===== config.mk =====
export PLATFORM = sky130hd
export DESIGN_NAME = pressure_temperature_compensation_core
export DESIGN_NICKNAME = d
export VERILOG_FILES = /design/src/design/ptc_pkg.sv /design/src/design/ptc_datapath.sv /design/src/design/ptc_ctrl.sv /design/src/design/pressure_temperature_compensation_core.sv
export SDC_FILE = /design/constraint.sdc
export NUM_CORES = 2
export LEC_CHECK = 0
export ABC_AREA = 0
export CORE_MARGIN = 5
export CORE_UTILIZATION = 48
export DETAILED_ROUTE_END_ITERATION = 8
export DONT_BUFFER_PORTS = 1
export SKIP_LAST_GASP = 1
export SLEW_MARGIN = 25
export SYNTH_ARGS = -nofsm -noshare
export SYNTH_HDL_FRONTEND = slang
export SYNTH_HIERARCHICAL = 1
export SYNTH_SLANG_ARGS = --single-unit

===== constraint.sdc =====
create_clock -name clk_i -period 24.5 [get_ports clk_i]
set_input_delay 1.225 -clock clk_i [delete_from_list [all_inputs] [get_ports clk_i]]
set_output_delay 1.225 -clock clk_i [all_outputs]
set_load 0.01 [all_outputs]

===== src/design/ptc_pkg.sv =====
// ----------------------------------------------------------------------------
// ptc_pkg
// Shared types and constants for the pressure/temperature compensation core.
// ----------------------------------------------------------------------------
package ptc_pkg;

  localparam int unsigned CalWidth = 48;
  localparam int unsigned IdxWidth = 2;

  localparam logic [IdxWidth-1:0] RegTempCal  = 2'd0;
  localparam logic [IdxWidth-1:0] RegPressCalA = 2'd1;
  localparam logic [IdxWidth-1:0] RegPressCalB = 2'd2;
  localparam logic [IdxWidth-1:0] RegPressCalC = 2'd3;

  localparam logic CmdTemp  = 1'b0;
  localparam logic CmdPress = 1'b1;

  typedef struct packed {
    logic        command;
    logic [19:0] raw_sample;
  } in_word_t;

  typedef struct packed {
    logic               result_kind;
    logic signed [31:0] temperature_centi;
    logic [31:0]        pressure_pa;
    logic               divisor_zero;
  } out_word_t;

  // Datapath micro-operations issued by the controller
  typedef enum logic [4:0] {
    OpNone,
    OpTLoad,  // a = sar(adc,3)-2*t1, b = t2 ; d = sar(adc,4)-t1
    OpT1,     // x1 = sar(a*b,11) ; a=d, b=d
    OpT2,     // a = sar(prod,12), b = t3
    OpT3,     // t_fine = x1 + sar(prod,14); a = t_fine, b = 5
    OpT4,     // temp = sar(prod+128,8)
    OpPLoad,  // x1 = sar(tfine,1)-64000 ; a=b=sar(x1,2)
    OpP1,     // sq = prod ; a = sar(sq,11), b = p6
    OpP2,     // x2 = prod ; a = x1, b = p5
    OpP3,     // x2 = sar(x2 + 2*prod,2) + p4<<16 ; a = p3, b = sar(sq,13)
    OpP4,     // y = sar(prod,3) ; a = p2, b = x1
    OpP5,     // y = sar(y + sar(prod,1),18) + 32768 ; a = y, b = p1
    OpP6,     // y = sar(prod,15) ; a = (1048576-adc)-sar(x2,12), b = 3125
    OpP7,     // dividend = prod ; set up divide
    OpDiv,    // one restoring divide step
    OpP8,     // p = quotient fixup ; a = b = p>>3
    OpP9,     // a = prod>>13, b = p9
    OpP10,    // x1 = sar(prod,12) ; a = p>>2, b = p8
    OpP11     // pressure = p + sar(x1 + sar(prod,13) + p7,4)
  } op_e;

  typedef struct packed {
    logic div_zero;
  } dp_status_t;

  function automatic logic [31:0] sar32(input logic [31:0] x, input int unsigned n);
    logic signed [31:0] s;
    s = $signed(x);
    return 32'(s >>> n);
  endfunction

  function automatic logic [31:0] sw(input logic [CalWidth-1:0] r, input int unsigned k);
    logic [15:0] w;
    w = r[16*k +: 16];
    return {{16{w[15]}}, w};
  endfunction

endpackage


===== src/design/ptc_datapath.sv =====
// ----------------------------------------------------------------------------
// ptc_datapath
// Shared 32x32 multiplier, operand registers, serial divider and result regs.
// ----------------------------------------------------------------------------
module ptc_datapath import ptc_pkg::*; (
  input  logic                clk_i,
  input  logic                rst_ni,
  input  logic                cfg_we_i,
  input  logic [IdxWidth-1:0] cfg_idx_i,
  input  logic [CalWidth-1:0] cfg_data_i,
  input  logic                load_i,
  input  logic [19:0]         raw_i,
  input  op_e                 op_i,
  output dp_status_t          status_o,
  output out_word_t           result_o
);

  logic [CalWidth-1:0] tcal_q, pca_q, pcb_q, pcc_q;
  logic [31:0] a_q, b_q, x1_q, x2_q, sq_q, y_q, p_q, tfine_q;
  logic [31:0] prod;
  logic [19:0] adc_q;
  logic [31:0] rem_q, quo_q, dvd_q;
  logic        hi_q;
  out_word_t   res_q;
  logic [32:0] rem_sh;
  logic [31:0] t1, p1;

  assign prod = a_q * b_q;
  assign t1 = {16'd0, tcal_q[15:0]};
  assign p1 = {16'd0, pca_q[15:0]};
  assign rem_sh = {rem_q, dvd_q[31]};
  assign status_o.div_zero = (y_q == 32'd0);
  assign result_o = res_q;

  // Calibration registers
  always_ff @(posedge clk_i or negedge rst_ni) begin
    if (!rst_ni) begin
      tcal_q <= '0; pca_q <= '0; pcb_q <= '0; pcc_q <= '0;
    end else if (cfg_we_i) begin
      case (cfg_idx_i)
        RegTempCal:   tcal_q <= cfg_data_i;
        RegPressCalA: pca_q  <= cfg_data_i;
        RegPressCalB: pcb_q  <= cfg_data_i;
        RegPressCalC: pcc_q  <= cfg_data_i;
        default: ;
      endcase
    end
  end

  // Fine temperature state
  always_ff @(posedge clk_i or negedge rst_ni) begin
    if (!rst_ni) begin
      tfine_q <= '0;
    end else if (op_i == OpT3) begin
      tfine_q <= x1_q + sar32(prod, 14);
    end
  end

  // Datapath registers
  always_ff @(posedge clk_i) begin
    if (load_i) begin
      adc_q <= raw_i;
    end
    case (op_i)
      OpTLoad: begin
        a_q  <= sar32({12'd0, adc_q}, 3) - (t1 << 1);
        b_q  <= sw(tcal_q, 1);
        x2_q <= sar32({12'd0, adc_q}, 4) - t1;
      end
      OpT1: begin
        x1_q <= sar32(prod, 11);
        a_q  <= x2_q;
        b_q  <= x2_q;
      end
      OpT2: begin
        a_q <= sar32(prod, 12);
        b_q <= sw(tcal_q, 2);
      end
      OpT3: begin
        a_q <= x1_q + sar32(prod, 14);
        b_q <= 32'd5;
      end
      OpT4: begin
        res_q.result_kind       <= CmdTemp;
        res_q.temperature_centi <= sar32(prod + 32'd128, 8);
        res_q.pressure_pa       <= '0;
        res_q.divisor_zero      <= 1'b0;
      end
      OpPLoad: begin
        x1_q <= sar32(tfine_q, 1) - 32'd64000;
        a_q  <= sar32(sar32(tfine_q, 1) - 32'd64000, 2);
        b_q  <= sar32(sar32(tfine_q, 1) - 32'd64000, 2);
      end
      OpP1: begin
        sq_q <= prod;
        a_q  <= sar32(prod, 11);
        b_q  <= sw(pcb_q, 2);
      end
      OpP2: begin
        x2_q <= prod;
        a_q  <= x1_q;
        b_q  <= sw(pcb_q, 1);
      end
      OpP3: begin
        x2_q <= sar32(x2_q + (prod << 1), 2) + (sw(pcb_q, 0) << 16);
        a_q  <= sw(pca_q, 2);
        b_q  <= sar32(sq_q, 13);
      end
      OpP4: begin
        y_q <= sar32(prod, 3);
        a_q <= sw(pca_q, 1);
        b_q <= x1_q;
      end
      OpP5: begin
        y_q <= sar32(y_q + sar32(prod, 1), 18) + 32'd32768;
        a_q <= sar32(y_q + sar32(prod, 1), 18) + 32'd32768;
        b_q <= p1;
      end
      OpP6: begin
        y_q <= sar32(prod, 15);
        a_q <= (32'd1048576 - {12'd0, adc_q}) - sar32(x2_q, 12);
        b_q <= 32'd3125;
      end
      OpP7: begin
        hi_q  <= prod[31];
        dvd_q <= prod[31] ? prod : (prod << 1);
        rem_q <= '0;
        quo_q <= '0;
      end
      OpDiv: begin
        if (rem_sh >= {1'b0, y_q}) begin
          rem_q <= 32'(rem_sh - {1'b0, y_q});
          quo_q <= {quo_q[30:0], 1'b1};
        end else begin
          rem_q <= rem_sh[31:0];
          quo_q <= {quo_q[30:0], 1'b0};
        end
        dvd_q <= dvd_q << 1;
      end
      OpP8: begin
        p_q <= hi_q ? (quo_q << 1) : quo_q;
        a_q <= (hi_q ? (quo_q << 1) : quo_q) >> 3;
        b_q <= (hi_q ? (quo_q << 1) : quo_q) >> 3;
      end
      OpP9: begin
        a_q <= prod >> 13;
        b_q <= sw(pcc_q, 2);
      end
      OpP10: begin
        x1_q <= sar32(prod, 12);
        a_q  <= p_q >> 2;
        b_q  <= sw(pcc_q, 1);
      end
      OpP11: begin
        res_q.result_kind       <= CmdPress;
        res_q.temperature_centi <= '0;
        res_q.pressure_pa  <= p_q + sar32(x1_q + sar32(prod, 13) + sw(pcc_q, 0), 4);
        res_q.divisor_zero <= 1'b0;
      end
      default: ;
    endcase
    // Zero divisor: at OpP7 the controller skips the divide and goes straight to output
    if (op_i == OpP7 && y_q == 32'd0) begin
      res_q.result_kind       <= CmdPress;
      res_q.temperature_centi <= '0;
      res_q.pressure_pa       <= '0;
      res_q.divisor_zero      <= 1'b1;
    end
  end

endmodule


===== src/design/ptc_ctrl.sv =====
// ----------------------------------------------------------------------------
// ptc_ctrl
// Sequencer: steps the datapath through the temperature or pressure formula.
// ----------------------------------------------------------------------------
module ptc_ctrl import ptc_pkg::*; (
  input  logic       clk_i,
  input  logic       rst_ni,
  input  logic       in_valid_i,
  input  logic       in_cmd_i,
  output logic       in_stall_o,
  output logic       out_valid_o,
  input  logic       out_stall_i,
  input  dp_status_t status_i,
  output logic       load_o,
  output op_e        op_o
);

  typedef enum logic [1:0] {SIdle, SRun, SOut} state_e;

  state_e      state_q;
  op_e         op_q;
  logic [4:0]  cnt_q;
  logic        acc;

  assign acc        = in_valid_i && !in_stall_o;
  assign in_stall_o = (state_q != SIdle);
  assign out_valid_o = (state_q == SOut);
  assign load_o     = acc;
  assign op_o       = (state_q == SRun) ? op_q : OpNone;

  // Sequencer
  always_ff @(posedge clk_i or negedge rst_ni) begin
    if (!rst_ni) begin
      state_q <= SIdle;
      op_q    <= OpNone;
      cnt_q   <= '0;
    end else begin
      case (state_q)
        SIdle: if (acc) begin
          state_q <= SRun;
          op_q    <= (in_cmd_i == CmdTemp) ? OpTLoad : OpPLoad;
        end
        SRun: begin
          case (op_q)
            OpTLoad: op_q <= OpT1;
            OpT1:    op_q <= OpT2;
            OpT2:    op_q <= OpT3;
            OpT3:    op_q <= OpT4;
            OpPLoad: op_q <= OpP1;
            OpP1:    op_q <= OpP2;
            OpP2:    op_q <= OpP3;
            OpP3:    op_q <= OpP4;
            OpP4:    op_q <= OpP5;
            OpP5:    op_q <= OpP6;
            OpP6:    op_q <= OpP7;
            OpP7: begin
              if (status_i.div_zero) begin
                state_q <= SOut;
              end else begin
                op_q  <= OpDiv;
                cnt_q <= '0;
              end
            end
            OpDiv: begin
              cnt_q <= cnt_q + 5'd1;
              if (cnt_q == 5'd31) op_q <= OpP8;
            end
            OpP8:  op_q <= OpP9;
            OpP9:  op_q <= OpP10;
            OpP10: op_q <= OpP11;
            default: state_q <= SOut;  // OpT4, OpP11
          endcase
        end
        SOut: if (!out_stall_i) state_q <= SIdle;
        default: state_q <= SIdle;
      endcase
    end
  end

`ifndef SYNTHESIS
  a_no_accept_busy: assert property (@(posedge clk_i) disable iff (!rst_ni)
    (state_q != SIdle) |-> !load_o) else $error("accept while busy");
  a_out_holds: assert property (@(posedge clk_i) disable iff (!rst_ni)
    (out_valid_o && out_stall_i) |=> out_valid_o) else $error("result dropped");
  a_div_len: assert property (@(posedge clk_i) disable iff (!rst_ni)
    (state_q == SRun && op_q == OpDiv) |-> (cnt_q <= 5'd31)) else $error("div count");
`endif

endmodule


===== src/design/pressure_temperature_compensation_core.sv =====
// ----------------------------------------------------------------------------
// pressure_temperature_compensation_core
// Integer compensation of raw 20-bit temperature and pressure readings.
// ----------------------------------------------------------------------------
// channel | direction | handshake           | word
// in      | input     | in_valid_i/stall_o  | in_word_t (command, raw_sample)
// out     | output    | out_valid_o/stall_i | out_word_t
// cfg     | input     | cfg_we_i            | 48-bit calibration register
//
// Temperature word: 5 sequencer steps, then the result is valid in the output state.
// Pressure word: 8 setup steps, 32 divide steps and 4 correction steps, then the
// result is valid in the output state. A zero divisor skips the rest.
// One word is in flight at a time.
// Reset clears calibration and the fine-temperature term.
// A stalled result holds; input stays stalled until the result is taken.
// ----------------------------------------------------------------------------
module pressure_temperature_compensation_core import ptc_pkg::*; (
  input  logic                clk_i,
  input  logic                rst_ni,
  input  logic                in_valid_i,
  output logic                in_stall_o,
  input  in_word_t            in_data_i,
  output logic                out_valid_o,
  input  logic                out_stall_i,
  output out_word_t           out_data_o,
  input  logic                cfg_we_i,
  input  logic [IdxWidth-1:0] cfg_idx_i,
  input  logic [CalWidth-1:0] cfg_data_i
);

  dp_status_t status;
  logic       load;
  op_e        op;

  ptc_ctrl u_ctrl (
    .clk_i, .rst_ni, .in_valid_i, .in_cmd_i(in_data_i.command), .in_stall_o,
    .out_valid_o, .out_stall_i, .status_i(status), .load_o(load), .op_o(op)
  );

  ptc_datapath u_dp (
    .clk_i, .rst_ni, .cfg_we_i, .cfg_idx_i, .cfg_data_i, .load_i(load),
    .raw_i(in_data_i.raw_sample), .op_i(op), .status_o(status), .result_o(out_data_o)
  );

endmodule

Yosys cells after proc, flatten, opt, wreduce, memory -nomap -nowiden

Index checks and enable logic that the tools add are counted.

Add/subtract/negate cells: 16
$mul: 1
Div/mod/pow operators: 0
Order comparisons: 1
Eq/ne operators: 48
Shift operators: 0
Multiplexer cells: 27
Bitwise logic cells: 0
Reduce and logical (&&, ||, !) cells: 23

Operator list:

| kind                   | number |
|---|---|
| $pmux 32 s14           | 2 |
| $pmux 32 s3            | 3 |
| $add 32x32->32         | 7 |
| $pmux 32 s2            | 3 |
| $pmux 66 s2            | 1 |
| $mux 32                | 3 |
| $eq 5x4->1 const B     | 16 |
| $pmux 5 s16            | 1 |
| $sub 32x32->32         | 2 |
| $eq 5x3->1 const B     | 7 |
| $ge 33x32->1           | 1 |
| $add 32x8->32 const B  | 1 |
| $logic_not 32->1       | 1 |
| $mul 32x32->32         | 1 |
| $sub 31x17->32 const B | 1 |
| $eq 5x5->1 const B     | 6 |
| $mux 5                 | 5 |
| $sub 21x20->22 const A | 1 |
| $eq 5x2->1 const B     | 4 |
| $pmux 5 s2             | 2 |
| $add 14x17->18 const B | 1 |
| $sub 17x17->18         | 1 |
| $ne 17x17->1 const B   | 1 |
| $sub 16x16->17         | 1 |
| other kinds (22)       | 44 |

Bits in registers: 643
Bits in latches: 0
Bits in writable memories: 0
Bits in read-only memories: 0
Output and inout port bits: 68
Logic and storage cells: 141
Memories kept: 0

Logic depth before layout (Yosys ltp)

Depth in word-level cells: 5
Gate-level depth with buffers: 55
Depth with buffers taken out: 51

Cells and area by module

Netlist, hierarchy kept.

By module, submodules not included:

| module       | instances | cells an instance | area each (sq um) |
|---|---|---|---|
| ptc_datapath | 1         | 5519              | 53884.2 |
| ptc_ctrl     | 1         | 95                | 848.3 |

Worst setup path before layout

No wires, ideal clock.

Kind: flip-flop to flip-flop
Start point: register u_dp.a_q[16]
End point: register u_dp.res_q (netlist bit u_dp/result_o[32])
Arrival: 12.033 ns
Required time: 24.383 ns
Slack: 12.350 ns
Stages on the path, launching flop included: 51
Cells stage by stage: edfxtp_1 clkbuf_1 and2_1 fa_1 inv_1 fa_1 fa_1 fa_1 inv_1 fa_1 inv_1 fa_1 inv_1 fa_1 fa_1 ha_1 buf_2 a21o_1 (+15 left out) nand2_1 a21oi_1 o21ai_1 a41oi_1 a21boi_0 a21oi_1 ha_1 a21oi_1 nand2_1 a2111oi_0 o21ai_0 and3_1 o21ai_0 o211ai_1 o21ai_0 xor2_1 xnor2_1 a22o_1

Word-level cells in the longest chain between the ends: 5

Ends and longest elaborated chain:

| what                        | RTL line            | text |
|---|---|---|
| start, declared             | ptc_datapath.sv:19  | `logic [31:0] a_q, b_q, x1_q, x2_q, sq_q, y_q, p_q, tfine_q;` |
| start signal, assigned      | ptc_datapath.sv:66  | `a_q <= sar32({12'd0, adc_q}, 3) - (t1 << 1);` |
| start signal, assigned      | ptc_datapath.sv:72  | `a_q <= x2_q;` |
| start signal, assigned      | ptc_datapath.sv:76  | `a_q <= sar32(prod, 12);` |
| $mul 32x32->32              | ptc_datapath.sv:28  | `assign prod = a_q * b_q;` |
| named net u_dp.prod[31]     | ptc_datapath.sv:20  | `logic [31:0] prod;` |
| $add 32x32->32 (3 in a row) | ptc_datapath.sv:157 | `res_q.pressure_pa <= p_q + sar32(x1_q + sar32(prod, 13) + sw(pcc_q, 0), 4);` |
| $pmux 66 s2                 | ptc_datapath.sv:64  | `case (op_i)` |
| end, declared               | ptc_datapath.sv:24  | `out_word_t res_q;` |

The timed path passes the listed nets, and every way through them passes these cells. The select of a mux whose other input is x is not followed.
A chain may end at the register's enable or synchronous reset.

Worst setup path in the final report

Start point: register u_dp.b_q[2]
End point: register u_dp.res_q (netlist bit u_dp/result_o[32])

Word-level cells in the longest chain between the ends: 5

Ends and longest elaborated chain:

| what                        | RTL line            | text |
|---|---|---|
| start, declared             | ptc_datapath.sv:19  |  |
| start signal, assigned      | ptc_datapath.sv:67  | `b_q <= sw(tcal_q, 1);` |
| start signal, assigned      | ptc_datapath.sv:73  | `b_q <= x2_q;` |
| start signal, assigned      | ptc_datapath.sv:77  | `b_q <= sw(tcal_q, 2);` |
| $mul 32x32->32              | ptc_datapath.sv:28  |  |
| named net u_dp.prod[22]     | ptc_datapath.sv:20  |  |
| $add 32x32->32 (3 in a row) | ptc_datapath.sv:157 |  |
| $pmux 66 s2                 | ptc_datapath.sv:64  |  |

The timed path passes the listed nets, and every way through them passes these cells. The select of a mux whose other input is x is not followed.

==> results.cfg <==
[outcome]
status = finished, final reports clean

[place]
place_congestion = 1.02
dp.cells = 6948
hpwl_um = 148000
io_buffers = 0
dp_worst_setup_slack_ns = 11.07

[timing]
period_share = 0.558
fin_skew_ns = 0.0848
setup_viol = 0
worstMarginPinSlew_ns = 1.16
fin_ws_ns = 10.83
whs_ns = 0.241
tns_ns = 0
drv_slew = 0
rsz0062_at_grt = false
hold_viol_final = 0
fmax_mhz = 73.2
max_slew_margin = 0.228
fin_crit_ns = 13.67

[clocking]
cts.hold.buffers_added = 0
h-tree-depth = 3
clkSinkCount = 618
cts_setup_buffers = 0
clockBufferDepth = 3
clock_latency_ns = 0.69
cts_tree = built
clk_pin_slew_worst_paths_ns = 0.06
cts_resized = 0
cts_buffers = 76
cts_root_buf = clkbuf_16

[floorplan]
rows = 123
die_h_um = 348
coreArea_um2 = 113000
ios = 144
fp.dieW_um = 348
initial_core_util = 0.485
dieArea_um2 = 121000

[final_layout]
multi_input_area_um2 = 34900
layout-drive-gt1-share = 0.0925
final_nets = 6415
finalNonFillerCells = 7105
area_growth_pct = 8.10
seq_area_um2 = 16800
num-fill-cells = 10300

[synth]
ys_top_cells_by_area = edfxtp_1 (18%), fa_1 (16%), dfrtp_1 (11%), ha_1 (8.4%), mux2_2 (4.3%)
ys_warn_count = 6
synth_cell_types = 111
synth_most_common_cell = nand2_1
netlist_instances = 5614
yosys.area.top_type = edfxtp_1
syn-mean-instance-area_um2 = 9.75
yosysTopAreaCellShare = 0.178
synthFlopType = edfxtp_1
synth_commonest_cells = nand2_1 (606), inv_1 (573), fa_1 (445)
ys_seq_area_frac = 0.307
synth_edf_count = 325
synth-seq-cells = 618
syn_nets = 6502
synth-async-reset-ratio = 0.380
synth_area_um2 = 54700

[setup_path]
cp_slowest_cell = edfxtp_1
max_stage_delay_ns = 0.97
crit_top_cell = fa_1
critPathKind = register to register
crit_required_ns = 25.05
start_kind = register
worstPathMaxFanout = 30
cp.arrival_ns = 14.22
crit_path_end_kind = register

[detailed_routing]
drt_pass1_iterations = 6
finalWirelength_um = 194000
drc_errors = 0
drtAntennaViolNets = 0
via_per_inst = 6.12
dr.first_iter.drc_count = 4574
num_vias = 43500
drt-wirelength-per-cell_um = 27.3

[grt]
grt_max_degree = 236
grt_util_all_layers = 0.317
grt_pass1_wl_um = 288000
grt_pass1_vias = 43300
antenna_found_initial = 14
globalRouteOverflowTotal = 0

[min_path]
hold_class = input pin to async pin

[run]
maxCapViolCount = 0
-- area by class of cell --
cell class,count,share of cell area
timing repair buffer,98,0.0130
antenna,15,0.000634
clock buffer,98,0.0346
clock inverter,43,0.00977
tap,1500,0.0317
inverter,581,0.0369
multi-input combinational,4152,0.590
sequential,618,0.284
-- per-layer routing --
layer | vias up | track usage | wire [um]
met5 | - | 0 | 97
met4 | 14 | 0.158 | 12100
met3 | 516 | 0.0810 | 19700
met2 | 2023 | 0.476 | 83500
met1 | 21700 | 0.427 | 78800
li1 | 19200 | - | -
-- sequential cells by signal (all words and copies together), names as in the netlist, 31 cells and up --
signal	count
u_dp/a_q	32
u_dp/b_q	32
u_dp/dvd_q	32
u_dp/p_q	32
u_dp/pca_q	48
u_dp/pcb_q	48
u_dp/pcc_q	48
u_dp/quo_q	32
u_dp/rem_q	32
u_dp/result_o	58
u_dp/tcal_q	48
u_dp/tfine_q	31
u_dp/x1_q	32
u_dp/x2_q	32
-- through the flow --
stage / utilization / instance area [um2]
finish: 0.525 / 59200
floorplan: - / 54700
CTS: 0.524 / 59100
detailed placement: 0.501 / 56500
global route: 0.524 / 59200
global placement: 0.500 / 56400
-- final timing paths --
path / startpoint / end / slack [ns] / cells after the start
worst min register to register: u_dp/tfine_q[9] / u_dp/tfine_q[9] / 0.48 / 2
worst max register to register: u_dp/b_q[2] / u_dp/result_o[32] / 10.83 / 48
worst max-delay path: u_dp/b_q[2] / u_dp/result_o[32] / 10.83 / 48
min in group clk_i: u_dp/tfine_q[9] / u_dp/tfine_q[9] / 0.48 / 2
max in group asynchronous: rst_ni / u_dp/tcal_q[28] / 23.55 / 0
worst min-delay path: rst_ni / u_ctrl/cnt_q[1] / 0.24 / 0
-- layout by cell type, fill, tap and decap left out, types with 16 or more instances in the layout --
master     instances
a211oi_1          33
o221ai_1          38
a21oi_1          243
o21a_1            38
fa_1             445
clkbuf_16         76
edfxtp_1         325
nor2b_1           35
a21o_1           104
o211ai_1          22
o21ai_0          215
a221oi_1          39
mux2i_1           21
nor2_1           308
buf_4             95
clkbuf_1          16
and2_1           293
xnor2_1          215
nand4_1           34
nand2_1          606
dfrtp_1          235
o21bai_1          23
inv_1            572
and3_1            57
nand2b_1          50
clkinv_1          16
xor2_1            88
a22oi_1          132
a31oi_1           30
or3_1             21
a22o_1            19
nand3_1           90
nor4_1            17
dfxtp_1           58
ha_1             367
mux2_2           209
nor3_1            66
o21ai_1           16
-- cell families after synthesis --
kind of cell	after synthesis	synth area share
buf+inv	844	0.0596
flops	618	0.307
mux	232	0.0474
simple gates	1658	0.146
xor+xnor	313	0.0511
fa+ha+maj	812	0.247
compound gates	1137	0.142
-- critical path: cells and delay by family, from the launching register on --
family,cells,cell delay [ns]
fa+ha+maj,12,5.45
compound gates,22,4.21
buf+inv,6,1.37
simple gates,5,0.98
flops,1,0.97
xor+xnor,3,0.53
Power is left out: the tool's default activity adds up to more than one toggle a clock period on the data nets, which glitch-free logic cannot reach.
